File: src/rtl/rdwd_pkg.sv
`default_nettype none
package rdwd_pkg;

	// request codes
	localparam logic [2:0] REQ_PUSH_TAIL = 3'd0;
	localparam logic [2:0] REQ_POP_HEAD  = 3'd1;
	localparam logic [2:0] REQ_POP_TAIL  = 3'd2;
	localparam logic [2:0] REQ_DELETE    = 3'd3;
	localparam logic [2:0] REQ_DROP_HALF = 3'd4;

	// result status codes
	localparam logic [1:0] ST_DONE  = 2'd0;
	localparam logic [1:0] ST_EMPTY = 2'd1;
	localparam logic [1:0] ST_FULL  = 2'd2;

	// random pick generator
	localparam logic [15:0] LFSR_SEED = 16'hACE1;
	localparam logic [15:0] LFSR_TAPS = 16'hB400;

	localparam int FD_W  = 16;
	localparam int TAG_W = 32;
	localparam int ENT_W = FD_W + TAG_W;

	typedef enum logic [2:0] {
		S_IDLE,
		S_ISSUE,
		S_CHECK,
		S_STEP,
		S_MOD,
		S_COMPACT,
		S_EMIT
	} state_t;

	function automatic logic [15:0] lfsr_next(input logic [15:0] v);
		logic [15:0] s;
		s = v >> 1;
		return v[0] ? (s ^ LFSR_TAPS) : s;
	endfunction

endpackage
`default_nettype wire

File: src/rtl/request_deque_with_drop_unit.sv
`default_nettype none
// Ordered request queue of DEPTH entries (descriptor + tag), slot 0 at head.
// Input channel: in_valid/in_stall carries req_type, request_fd, request_tag.
// Output channel: out_valid/out_stall carries one beat per result; the final
// beat of a request has last set. Only one request is in work at a time;
// in_stall stays high until its last result is in the output register and storage is settled.
// Steps per request: a push writes the RAM directly; pops read the slot
// through the registered RAM read, and a pop head then runs a compaction
// sweep; a delete scans the slots from the head, compacting on a hit; a
// drop runs per pick an LFSR step, a bit-serial modulo, a read, a check
// and a result, takes a new pick on a slot already taken, then compacts.
// A stalled output beat holds its payload; the engine waits for the output
// register to free before presenting the next result.
// Reset clears the count, the LFSR (to its seed), the removal marks and all
// control state; RAM contents are not cleared and are only read below the
// count.
module request_deque_with_drop_unit #(
	parameter int DEPTH = 16
) (
	input  wire logic        clk,
	input  wire logic        arst_n,
	input  wire logic        in_valid,
	output logic             in_stall,
	input  wire logic [2:0]  req_type,
	input  wire logic [15:0] request_fd,
	input  wire logic [31:0] request_tag,
	output logic             out_valid,
	input  wire logic        out_stall,
	output logic [15:0]      result_fd,
	output logic [31:0]      result_tag,
	output logic [1:0]       status,
	output logic [4:0]       entry_count,
	output logic             queue_empty,
	output logic             last
);
	localparam int AW = (DEPTH > 1) ? $clog2(DEPTH) : 1;
	localparam int NW = $clog2(DEPTH + 1);
	localparam int EW = rdwd_pkg::ENT_W;

	rdwd_pkg::state_t state_q, state_d, ret_q, ret_d;

	logic [2:0]       type_q, type_d;
	logic [15:0]      fd_q, fd_d;
	logic [NW-1:0]    held_q, held_d, n_q, n_d, done_q, done_d, tgt_q, tgt_d;
	logic [NW-1:0]    rem_q, rem_d, src_q, src_d;
	logic [15:0]      lfsr_q, lfsr_d, sh_q, sh_d;
	logic [3:0]       bc_q, bc_d;
	logic [DEPTH-1:0] mark_q, mark_d;
	logic [AW-1:0]    idx_q, idx_d, w_q, w_d, src_s1, src_d1;
	logic             valid_s1, valid_d1;
	logic [15:0]      pfd_q, pfd_d;
	logic [31:0]      ptag_q, ptag_d;
	logic [1:0]       pst_q, pst_d;
	logic             plast_q, plast_d;
	logic             load_out;

	// RAM port signals
	logic          we;
	logic [AW-1:0] waddr, raddr;
	logic [EW-1:0] wdata, rdata;

	rdwd_ram #(.WIDTH(EW), .DEPTH(DEPTH)) u_ram (
		.clk(clk), .we(we), .waddr(waddr), .wdata(wdata),
		.raddr(raddr), .rdata(rdata)
	);

	logic [15:0]   rd_fd;
	logic [31:0]   rd_tag;
	logic [NW:0]   mod_t;
	logic [NW:0]   mod_n;
	logic [NW-1:0] idx_ext;
	logic          accept;

	assign rd_fd   = rdata[EW-1 -: 16];
	assign rd_tag  = rdata[31:0];
	assign mod_t   = {rem_q, sh_q[15]};
	assign mod_n   = {1'b0, n_q};
	assign idx_ext = NW'(idx_q);
	assign in_stall = (state_q != rdwd_pkg::S_IDLE);
	assign accept   = in_valid && !in_stall;

	// next state, datapath and RAM control
	always_comb begin
		state_d = state_q; ret_d = ret_q; type_d = type_q; fd_d = fd_q;
		held_d = held_q; n_d = n_q; done_d = done_q; tgt_d = tgt_q;
		rem_d = rem_q; src_d = src_q; lfsr_d = lfsr_q; sh_d = sh_q; bc_d = bc_q;
		mark_d = mark_q; idx_d = idx_q; w_d = w_q;
		valid_d1 = 1'b0; src_d1 = src_s1;
		pfd_d = pfd_q; ptag_d = ptag_q; pst_d = pst_q; plast_d = plast_q;
		load_out = 1'b0;
		we = 1'b0; waddr = held_q[AW-1:0];
		wdata = {request_fd, request_tag};
		raddr = idx_q;

		case (state_q)
			rdwd_pkg::S_IDLE: begin
				if (accept) begin
					type_d = req_type;
					fd_d = request_fd;
					mark_d = '0;
					pfd_d = '0; ptag_d = '0; plast_d = 1'b1;
					pst_d = rdwd_pkg::ST_EMPTY;
					ret_d = rdwd_pkg::S_IDLE;
					state_d = rdwd_pkg::S_EMIT;
					n_d = held_q;
					case (req_type)
						rdwd_pkg::REQ_PUSH_TAIL: begin
							if (held_q >= NW'(DEPTH)) begin
								pst_d = rdwd_pkg::ST_FULL;
							end else begin
								we = 1'b1;
								held_d = held_q + 1'b1;
								pst_d = rdwd_pkg::ST_DONE;
							end
						end
						rdwd_pkg::REQ_POP_HEAD, rdwd_pkg::REQ_DELETE: begin
							if (held_q != '0) begin
								idx_d = '0;
								state_d = rdwd_pkg::S_ISSUE;
							end
						end
						rdwd_pkg::REQ_POP_TAIL: begin
							if (held_q != '0) begin
								idx_d = AW'(held_q - 1'b1);
								state_d = rdwd_pkg::S_ISSUE;
							end
						end
						rdwd_pkg::REQ_DROP_HALF: begin
							if (held_q != '0) begin
								tgt_d = NW'(({1'b0, held_q} + 1'b1) >> 1);
								done_d = '0;
								state_d = rdwd_pkg::S_STEP;
							end
						end
						default: ;
					endcase
				end
			end
			rdwd_pkg::S_ISSUE: begin
				raddr = idx_q;
				state_d = rdwd_pkg::S_CHECK;
			end
			rdwd_pkg::S_CHECK: begin
				pfd_d = rd_fd; ptag_d = rd_tag;
				pst_d = rdwd_pkg::ST_DONE; plast_d = 1'b1;
				state_d = rdwd_pkg::S_EMIT;
				case (type_q)
					rdwd_pkg::REQ_POP_TAIL: begin
						held_d = held_q - 1'b1;
						ret_d = rdwd_pkg::S_IDLE;
					end
					rdwd_pkg::REQ_POP_HEAD: begin
						held_d = held_q - 1'b1;
						mark_d[idx_q] = 1'b1;
						ret_d = rdwd_pkg::S_COMPACT;
					end
					rdwd_pkg::REQ_DELETE: begin
						if (rd_fd == fd_q) begin
							held_d = held_q - 1'b1;
							mark_d[idx_q] = 1'b1;
							ret_d = rdwd_pkg::S_COMPACT;
						end else if (idx_ext + 1'b1 == held_q) begin
							pfd_d = '0; ptag_d = '0;
							pst_d = rdwd_pkg::ST_EMPTY;
							ret_d = rdwd_pkg::S_IDLE;
						end else begin
							idx_d = idx_q + 1'b1;
							state_d = rdwd_pkg::S_ISSUE;
						end
					end
					default: begin
						// drop pick
						done_d = done_q + 1'b1;
						held_d = held_q - 1'b1;
						plast_d = (done_q + 1'b1 == tgt_q);
						ret_d = (done_q + 1'b1 == tgt_q) ? rdwd_pkg::S_COMPACT
						                                   : rdwd_pkg::S_STEP;
					end
				endcase
			end
			rdwd_pkg::S_STEP: begin
				lfsr_d = rdwd_pkg::lfsr_next(lfsr_q);
				sh_d = rdwd_pkg::lfsr_next(lfsr_q);
				rem_d = '0;
				bc_d = '0;
				state_d = rdwd_pkg::S_MOD;
			end
			rdwd_pkg::S_MOD: begin
				// restoring remainder, one bit of the LFSR per cycle
				if (mod_t >= mod_n) begin
					rem_d = NW'(mod_t - mod_n);
				end else begin
					rem_d = mod_t[NW-1:0];
				end
				sh_d = {sh_q[14:0], 1'b0};
				bc_d = bc_q + 1'b1;
				if (bc_q == 4'hF) begin
					if (mark_q[rem_d[AW-1:0]]) begin
						state_d = rdwd_pkg::S_STEP;
					end else begin
						mark_d[rem_d[AW-1:0]] = 1'b1;
						idx_d = rem_d[AW-1:0];
						state_d = rdwd_pkg::S_ISSUE;
					end
				end
			end
			rdwd_pkg::S_COMPACT: begin
				// sweep: read each slot, write back kept ones in order
				raddr = src_q[AW-1:0];
				if (src_q != n_q) begin
					valid_d1 = 1'b1;
					src_d1 = src_q[AW-1:0];
					src_d = src_q + 1'b1;
				end else if (!valid_s1) begin
					state_d = rdwd_pkg::S_IDLE;
				end
				if (valid_s1 && !mark_q[src_s1]) begin
					we = 1'b1;
					waddr = w_q;
					wdata = rdata;
					w_d = w_q + 1'b1;
				end
			end
			rdwd_pkg::S_EMIT: begin
				if (!out_valid || !out_stall) begin
					load_out = 1'b1;
					state_d = ret_q;
					src_d = '0;
					w_d = '0;
				end
			end
			default: state_d = rdwd_pkg::S_IDLE;
		endcase
	end

	// state register
	always_ff @(posedge clk or negedge arst_n) begin
		if (!arst_n) begin
			state_q <= rdwd_pkg::S_IDLE;
		end else begin
			state_q <= state_d;
		end
	end

	// control registers
	always_ff @(posedge clk or negedge arst_n) begin
		if (!arst_n) begin
			ret_q    <= rdwd_pkg::S_IDLE;
			held_q   <= '0;
			lfsr_q   <= rdwd_pkg::LFSR_SEED;
			mark_q   <= '0;
			valid_s1 <= 1'b0;
			out_valid <= 1'b0;
		end else begin
			ret_q    <= ret_d;
			held_q   <= held_d;
			lfsr_q   <= lfsr_d;
			mark_q   <= mark_d;
			valid_s1 <= valid_d1;
			if (load_out) begin
				out_valid <= 1'b1;
			end else if (!out_stall) begin
				out_valid <= 1'b0;
			end
		end
	end

	logic [NW+4:0] cnt_ext;
	assign cnt_ext = (NW+5)'(held_q);

	// payload registers
	always_ff @(posedge clk) begin
		type_q <= type_d; fd_q <= fd_d; n_q <= n_d; done_q <= done_d;
		tgt_q <= tgt_d; rem_q <= rem_d; src_q <= src_d; sh_q <= sh_d;
		bc_q <= bc_d; idx_q <= idx_d; w_q <= w_d; src_s1 <= src_d1;
		pfd_q <= pfd_d; ptag_q <= ptag_d; pst_q <= pst_d; plast_q <= plast_d;
		if (load_out) begin
			result_fd   <= pfd_q;
			result_tag  <= ptag_q;
			status      <= pst_q;
			entry_count <= cnt_ext[4:0];
			queue_empty <= (held_q == '0);
			last        <= plast_q;
		end
	end
endmodule
`default_nettype wire

File: src/rtl/rdwd_ram.sv
`default_nettype none
// simple dual port RAM, one write, one registered read
module rdwd_ram #(
	parameter int WIDTH = 48,
	parameter int DEPTH = 16,
	localparam int AW = (DEPTH > 1) ? $clog2(DEPTH) : 1
) (
	input  wire logic             clk,
	input  wire logic             we,
	input  wire logic [AW-1:0]    waddr,
	input  wire logic [WIDTH-1:0] wdata,
	input  wire logic [AW-1:0]    raddr,
	output logic      [WIDTH-1:0] rdata
);
	logic [WIDTH-1:0] mem [DEPTH];

	always_ff @(posedge clk) begin
		if (we) begin
			mem[waddr] <= wdata;
		end
		rdata <= mem[raddr];
	end
endmodule
`default_nettype wire

File: config.mk
export PLATFORM = sky130hd
export DESIGN_NAME = request_deque_with_drop_unit
export DESIGN_NICKNAME = d
export VERILOG_FILES = /design/src/rtl/rdwd_pkg.sv /design/src/rtl/request_deque_with_drop_unit.sv /design/src/rtl/rdwd_ram.sv
export SDC_FILE = /design/constraint.sdc
export NUM_CORES = 1
export LEC_CHECK = 0
export ABC_AREA = 1
export ABC_CLOCK_PERIOD_IN_PS = 6500
export BUFFER_PORTS_ARGS = -buffer_cell sky130_fd_sc_hd__buf_2
export CAP_MARGIN = 25
export CORE_UTILIZATION = 62
export DETAILED_ROUTE_END_ITERATION = 10
export PLACE_DENSITY = 0.77
export SLEW_MARGIN = 20
export SYNTH_ARGS = -nofsm -noshare
export SYNTH_HDL_FRONTEND = slang
export SYNTH_SLANG_ARGS = --single-unit
File: constraint.sdc
create_clock -name clk -period 6.5 [get_ports clk]
set_input_delay 0.975 -clock clk [delete_from_list [all_inputs] [get_ports clk]]
set_output_delay 0.975 -clock clk [all_outputs]
set_load 0.02 [all_outputs]
# Word-level counts from Yosys, hierarchy flattened
# Memories as Yosys holds them, arrays and structs flattened. A register that Yosys moved wholly into a read port is not among the register bits.
# Cells that the tools add are included.
# word_totals
output_inout_bits	59
inputBits	55
memories	1
reg_bits	229
mem_bits_rw	768
# mem_list
memory	words	word_bits	rd	rd_ports_with_merged_regs	wr	line_no	rtl
u_ram.mem	16	48	1	1	1	rdwd_ram.sv:15	logic [WIDTH-1:0] mem [DEPTH];
# classes
n_addsub	10
reduce_logical	33
n_eq_ne	41
bitwise	3
n_lt_le_gt_ge	7
n_mux	103
# ops
cell	count
$mux W16	8
$mux W32	4
$mux W48	2
$pmux W16 S2	3
$mux W5	13
$pmux W32 S2	1
$mux W4	13
$pmux W16 S3	1
$mux W3	14
$pmux W5 S2	4
$or A16 B16 Y16	2
$ne A2 B2 Y1 const B	14
$pmux W4 S2	3
$mux W1	21
$pmux W3 S7	1
$eq A3 B2 Y1 const B	6
$eq A16 B16 Y1	1
$add A5 B1 Y5 const B	3
$lt A4 B5 Y1 const B	3
$reduce_and A5 Y1	3
$add A4 B1 Y4 const B	3
$eq A3 B3 Y1 const B	4
$pmux W3 S2	2
$pmux W4 S3	1
other kinds (38)	67

# Longest topological paths before layout
# depth
ltp_word	11
ltp_mapped	23
depth_no_buf	21

# Modules after synthesis
# From an unflattened synthesis, not the netlist that was laid out.
# hier_totals
cells_unflattened	4284
area_unflattened_um2	44894.3
# modules_own_cells
module	area_each_um2	cells_per_inst	n_inst
rdwd_ram	33988.8	3165	1
request_deque_with_drop_unit	10905.5	1119	1

# Worst setup path before layout
# No wires, ideal clock.
# synth_timing
path_kind	input -> register
from	in in_valid
to	mem u_ram.mem[13][0] (enable)
path_buffers	0
slack_ps	1149
arrival_time_ps	4897
setup_time_ps	454
cell_stages	6
path_cell_list	inv_1 nor2_1 inv_1 o31ai_1 nand3_1 nor2_1
# synth_between
elab_chain_len	5
# synth_lines
element	line_no	rtl
start: declaration	request_deque_with_drop_unit.sv:22	input wire logic in_valid,
$logic_and A1 B1 Y1	request_deque_with_drop_unit.sv:80	assign accept = in_valid && !in_stall;
$mux W1	request_deque_with_drop_unit.sv:97	if (accept) begin
$pmux W1 S2	request_deque_with_drop_unit.sv:95	case (state_q)
$mux W1	rdwd_ram.sv:18	if (we) begin
$mux W1 (not written as such)	rdwd_ram.sv:19	mem[waddr] <= wdata;
end: declaration	rdwd_ram.sv:15	
# Every way passes these cells.

# Worst setup path after layout
# layout_timing
from	reg src_s1[0]
to	mem u_ram.mem[0][35] (enable)
# layout_between
elab_chain_len	8
# layout_lines
element	line_no	rtl
start: declaration	request_deque_with_drop_unit.sv:49	logic [AW-1:0] idx_q, idx_d, w_q, w_d, src_s1, src_d1;
start signal: assignment	request_deque_with_drop_unit.sv:275	bc_q <= bc_d; idx_q <= idx_d; w_q <= w_d; src_s1 <= src_d1;
$bmux W1 S4 *	request_deque_with_drop_unit.sv:217	if (valid_s1 && !mark_q[src_s1]) begin
$mux W1 (not written as such) *	request_deque_with_drop_unit.sv:217	
$logic_not A1 Y1 *	request_deque_with_drop_unit.sv:217	
$logic_and A1 B1 Y1 *	request_deque_with_drop_unit.sv:217	
$mux W1	request_deque_with_drop_unit.sv:217	
$pmux W1 S2	request_deque_with_drop_unit.sv:95	
$mux W1	rdwd_ram.sv:18	
$mux W1 (not written as such)	rdwd_ram.sv:19	
# Every way passes the cells marked *; elsewhere a longest branch is shown, timed or not. The select of a mux whose other input is x is not followed.

==> summary.txt <==
GRT
  • Maximum number of pins on one net before global-route repair: 240
  • Wire length of the first global-routing pass: around 160000 µm
  • Number of global-route vias before repair: about 27k
  • Total track usage: 0.307
  • Number of antenna violations at the first check in global routing: 1
  • Aggregate global routing overflow: 0

Pwr
  • Internal Power: 13.5 mW
  • Worst IR drop on VDD: between 500 and 600 µV
  • Pwr per Cell Area: 468 nW/µm²
  • Sw Ratio: 0.379
  • Clk pwr share: 0.270
  • Leakage: ~16 nW
  • Sequential group share of total power: 0.394
  • Switching power summed over all nets: ~8.3 mW
  • Combinational share of power: 0.336
  • Total power consumption of the routed design: roughly 22 mW

Worst setup path
  • Critical Path Max Stage Delay: 0.95 ns
  • Worst setup path start: src_s1[0]
  • Critical path's slowest cell: sky130_fd_sc_hd__nor2_4
  • Required time worst endpoint: just under 7 ns
  • Worst reg2reg path startpoint: src_s1[0]
  • CP dominant cell by count: sky130_fd_sc_hd__o21ai_0
  • Kind of cell adding the most delay to the critical path: simple AND/OR/NAND/NOR gates
  • Sort of element at the start of the critical path: flip-flop
  • Critical path buffer and inverter count: 1
  • Worst Path Arrival: roughly 5 ns
  • Worst-path maximum fanout: 34
  • Cell-by-cell trace of the critical path: nor2_1 > a21oi_1 > o21ai_0 > o211ai_1 > nand3_4 > o21ai_0 > nand3b_1 > nor2_4 > buf_4
  • CP Capture Type: flip-flop
  • Worst Path Class, Setup: reg -> reg

Flow run
  • Max-capacitance violation count: 0

CTS
  • Clock slew seen by the registers of the worst setup and hold paths: ~0.060 ns
  • Post_cts resized: 0
  • Number of buffers inserted to repair setup after CTS: 0
  • Worst-skew pair later-pin latency: slightly below 0.7 ns
  • Root cell of the clock tree: sky130_fd_sc_hd__clkbuf_16
  • Buffers from clock root to sink, at most: 3
  • Total of hold buffers inserted after clock tree synthesis: 0
  • Deepest level of the CTS H-tree: 3
  • Number of sinks on the clock net: between 1k and 1.5k
  • Number of CTS-inserted buffers: between 100 and 150
  • TritonCTS clock tree: yes

STA
  • Unrepaired setup endpoints after global routing: no
  • Final hold vios: 0
  • Setup violations, final: 0
  • Slew Limit Fails: 0
  • Setup total negative slack: 0 ns
  • Transition time at the pin with the least slew margin: approximately 1.1 ns
  • Post-route fraction of the period consumed by the critical path: 0.718
  • Final worst clock skew: ~0.036 ns
  • Maximum achievable frequency: about 210 MHz
  • Minimum clock period after layout: approximately 4.7 ns
  • Worst-case headroom to the max-slew limit: 0.272

Yosys
  • Most instantiated library cell after synthesis: sky130_fd_sc_hd__edfxtp_1
  • Unique masters post-synth: 50
  • Syn nets: roughly 3.3k
  • Mean post-synth cell area: roughly 13 µm²
  • Fraction of synthesized cell area taken by the top area cell type: 0.691
  • Area contributors post-synth: sky130_fd_sc_hd__edfxtp_1 69%, sky130_fd_sc_hd__o21ai_0 5.6%, sky130_fd_sc_hd__nor2_1 4.5%
  • Largest area contributor in the netlist: sky130_fd_sc_hd__edfxtp_1
  • Number of instances in the synthesized netlist: approximately 3.2k
  • Number of synthesized flops with an enable pin: roughly 950
  • Share of the yosys chip area belonging to registers: 0.741
  • Register bit total from synthesis: around 1.0k
  • Most used flip-flop cell after synthesis: sky130_fd_sc_hd__edfxtp_1
  • Synth async-reset ratio: 0.0431
  • Yosys Warn Count: 0
  • Commonest cells post-synth: 952 x sky130_fd_sc_hd__edfxtp_1, 497 x sky130_fd_sc_hd__nor2_1, 463 x sky130_fd_sc_hd__o21ai_0, 331 x sky130_fd_sc_hd__nand2_1, 162 x sky130_fd_sc_hd__inv_1
  • Summed instance area of the synthesized netlist: about 41000 µm²

Floorplanning
  • Std-Cell Core Area: 65900 µm²
  • Total Die Area: 67800 µm²
  • # IOs: 114
  • Overall die width: ~260 µm
  • Die H: 260 µm
  • Initial Util: 0.629
  • Number of rows in the core area: 94

Cells and area
  • Antenna Diode Count: 0
  • Multi-input gate area: 9490 µm²
  • Post-route core utilization: 0.707
  • Number of nets in the final layout: approximately 3.4k
  • Fraction of final layout cells sized beyond drive strength 1: 0.126
  • Layout area overhead: 12.4%
  • Filler cells: between 4k and 5k
  • Sequential Area: 30700 µm²

Route
  • Vias per std cell: 6.40
  • Post-detailed-route DRC marker count: 0
  • DRT iter0 DRCs: 3645
  • Post-detailed-routing wire length: 104000 µm
  • Antenna Violating Nets Remaining: 0
  • DR WL/cell: 24.2 µm
  • Total number of vias: approximately 27k
  • DR pass1 iterations: 6

Placement
  • Total half-perimeter wirelength after legalization and detailed placement: about 60000 µm
  • Count of buffers inserted at the top-level ports: roughly 110
  • Final estimated routing congestion in global placement: roughly 0.90

Outcome
  • Status: finished, final reports clean

Worst hold path
  • Worst min-delay path category: in -> async
-- state kept, by name (all words and copies together) (netlist names), 16 cells and up --
register / flops
u_ram.rdata: 48
mark_q: 16
result_tag: 32
fd_q: 16
ptag_q: 32
sh_q: 16
result_fd: 16
lfsr_q: 16
u_ram.mem: 768
pfd_q: 16
-- power by group through the flow --
stage | clock [mW] | sequential (mW) | combinational (mW)
2_1_floorplan | 0 | 8.62 | 4.78
3_3_place_gp | 0 | 8.68 | 6.80
3_5_place_dp | 0 | 8.70 | 7.08
4_1_cts | 5.91 | 8.57 | 7.16
5_1_grt | 6.16 | 8.62 | 7.91
6_report | 5.87 | 8.57 | 7.32
-- metrics by stage --
step	area [µm²]	instances	hold WS, ns	worst slack [ns]
CTS	46500	4284	0.414	1.90
global route	46500	4287	0.424	1.54
finish	46500	4287	0.411	1.83
global placement	43100	4089	0.401	1.99
detailed placement	43100	4093	0.405	1.99
floorplan	41400	3232	0.400	1.15
-- final timing paths --
| kind | to | slack (ns) | depth (start not counted) |
|---|---|---|---|
| worst max-delay path | u_ram.mem[0][35] | 1.83 | 9 |
| worst min-delay path | lfsr_q[3] | 0.41 | 2 |
| worst max register to register | u_ram.mem[0][35] | 1.83 | 9 |
| worst min register to register | result_tag[21] | 0.42 | 0 |
| max in group asynchronous | mark_q[11] | 5.63 | 2 |
| min in group clk | result_tag[21] | 0.42 | 0 |
-- cell usage in the layout, fill, tap and decap left out, types with 15 or more instances in the layout --
| master | n |
|---|---|
| sky130_fd_sc_hd__nor2_4 | 18 |
| sky130_fd_sc_hd__o221ai_1 | 123 |
| sky130_fd_sc_hd__clkbuf_1 | 23 |
| sky130_fd_sc_hd__buf_4 | 73 |
| sky130_fd_sc_hd__o21ai_0 | 444 |
| sky130_fd_sc_hd__ha_1 | 15 |
| sky130_fd_sc_hd__buf_2 | 113 |
| sky130_fd_sc_hd__edfxtp_1 | 952 |
| sky130_fd_sc_hd__clkbuf_16 | 103 |
| sky130_fd_sc_hd__xnor2_1 | 23 |
| sky130_fd_sc_hd__o22ai_1 | 73 |
| sky130_fd_sc_hd__nand2_1 | 331 |
| sky130_fd_sc_hd__nand4_1 | 21 |
| sky130_fd_sc_hd__a21oi_1 | 17 |
| sky130_fd_sc_hd__nand3_1 | 73 |
| sky130_fd_sc_hd__o21ai_1 | 34 |
| sky130_fd_sc_hd__dfxtp_1 | 48 |
| sky130_fd_sc_hd__o211ai_1 | 78 |
| sky130_fd_sc_hd__clkinv_2 | 18 |
| sky130_fd_sc_hd__dfrtp_1 | 37 |
| sky130_fd_sc_hd__xor2_1 | 17 |
| sky130_fd_sc_hd__nor2_1 | 478 |
| sky130_fd_sc_hd__inv_1 | 160 |
| sky130_fd_sc_hd__clkinv_1 | 16 |
-- kinds of logic (layout without fill, tap and decap cells) --
logic type,count (synthesis),in the layout,synth area share
xor gates and xnor gates,40,40,0.00846
buffers and inverters,371,562,0.0356
DFF,1045,1045,0.741
adders and majority gates,16,16,0.00502
AOI/OAI and AO/OA,801,801,0.116
and+or+nand+nor,959,959,0.0933
-- worst reg2reg max path, cell delays in order, from the launching register on --
cell and delay [ns]:
sky130_fd_sc_hd__edfxtp_1 0.68, sky130_fd_sc_hd__nor2_1 0.10, sky130_fd_sc_hd__a21oi_1 0.14, sky130_fd_sc_hd__o21ai_0 0.15
sky130_fd_sc_hd__o211ai_1 0.28, sky130_fd_sc_hd__nand3_4 0.49, sky130_fd_sc_hd__o21ai_0 0.57, sky130_fd_sc_hd__nand3b_1 0.46
sky130_fd_sc_hd__nor2_4 0.95, sky130_fd_sc_hd__buf_4 0.49
-- per-layer routing --
layer / GRT usage / share of wire / routed length [µm]
met1: 0.438 / 0.39 / 40800
met2: 0.475 / 0.47 / 48600
met3: 0.0624 / 0.11 / 11800
met4: 0.104 / 0.026 / 2700
met5: 0 / 0 / 0
-- layout make-up --
| class | count | share of cell area |
|---|---|---|
| well taps | 864 | 0.0232 |
| clock buffers | 135 | 0.0599 |
| clock inverters | 56 | 0.0123 |
| flip-flops and latches | 1045 | 0.659 |
| inverters | 178 | 0.0146 |
| multi-input cells | 1816 | 0.204 |
| repair buffers | 193 | 0.0270 |
Power figures use the tool's default switching activity.
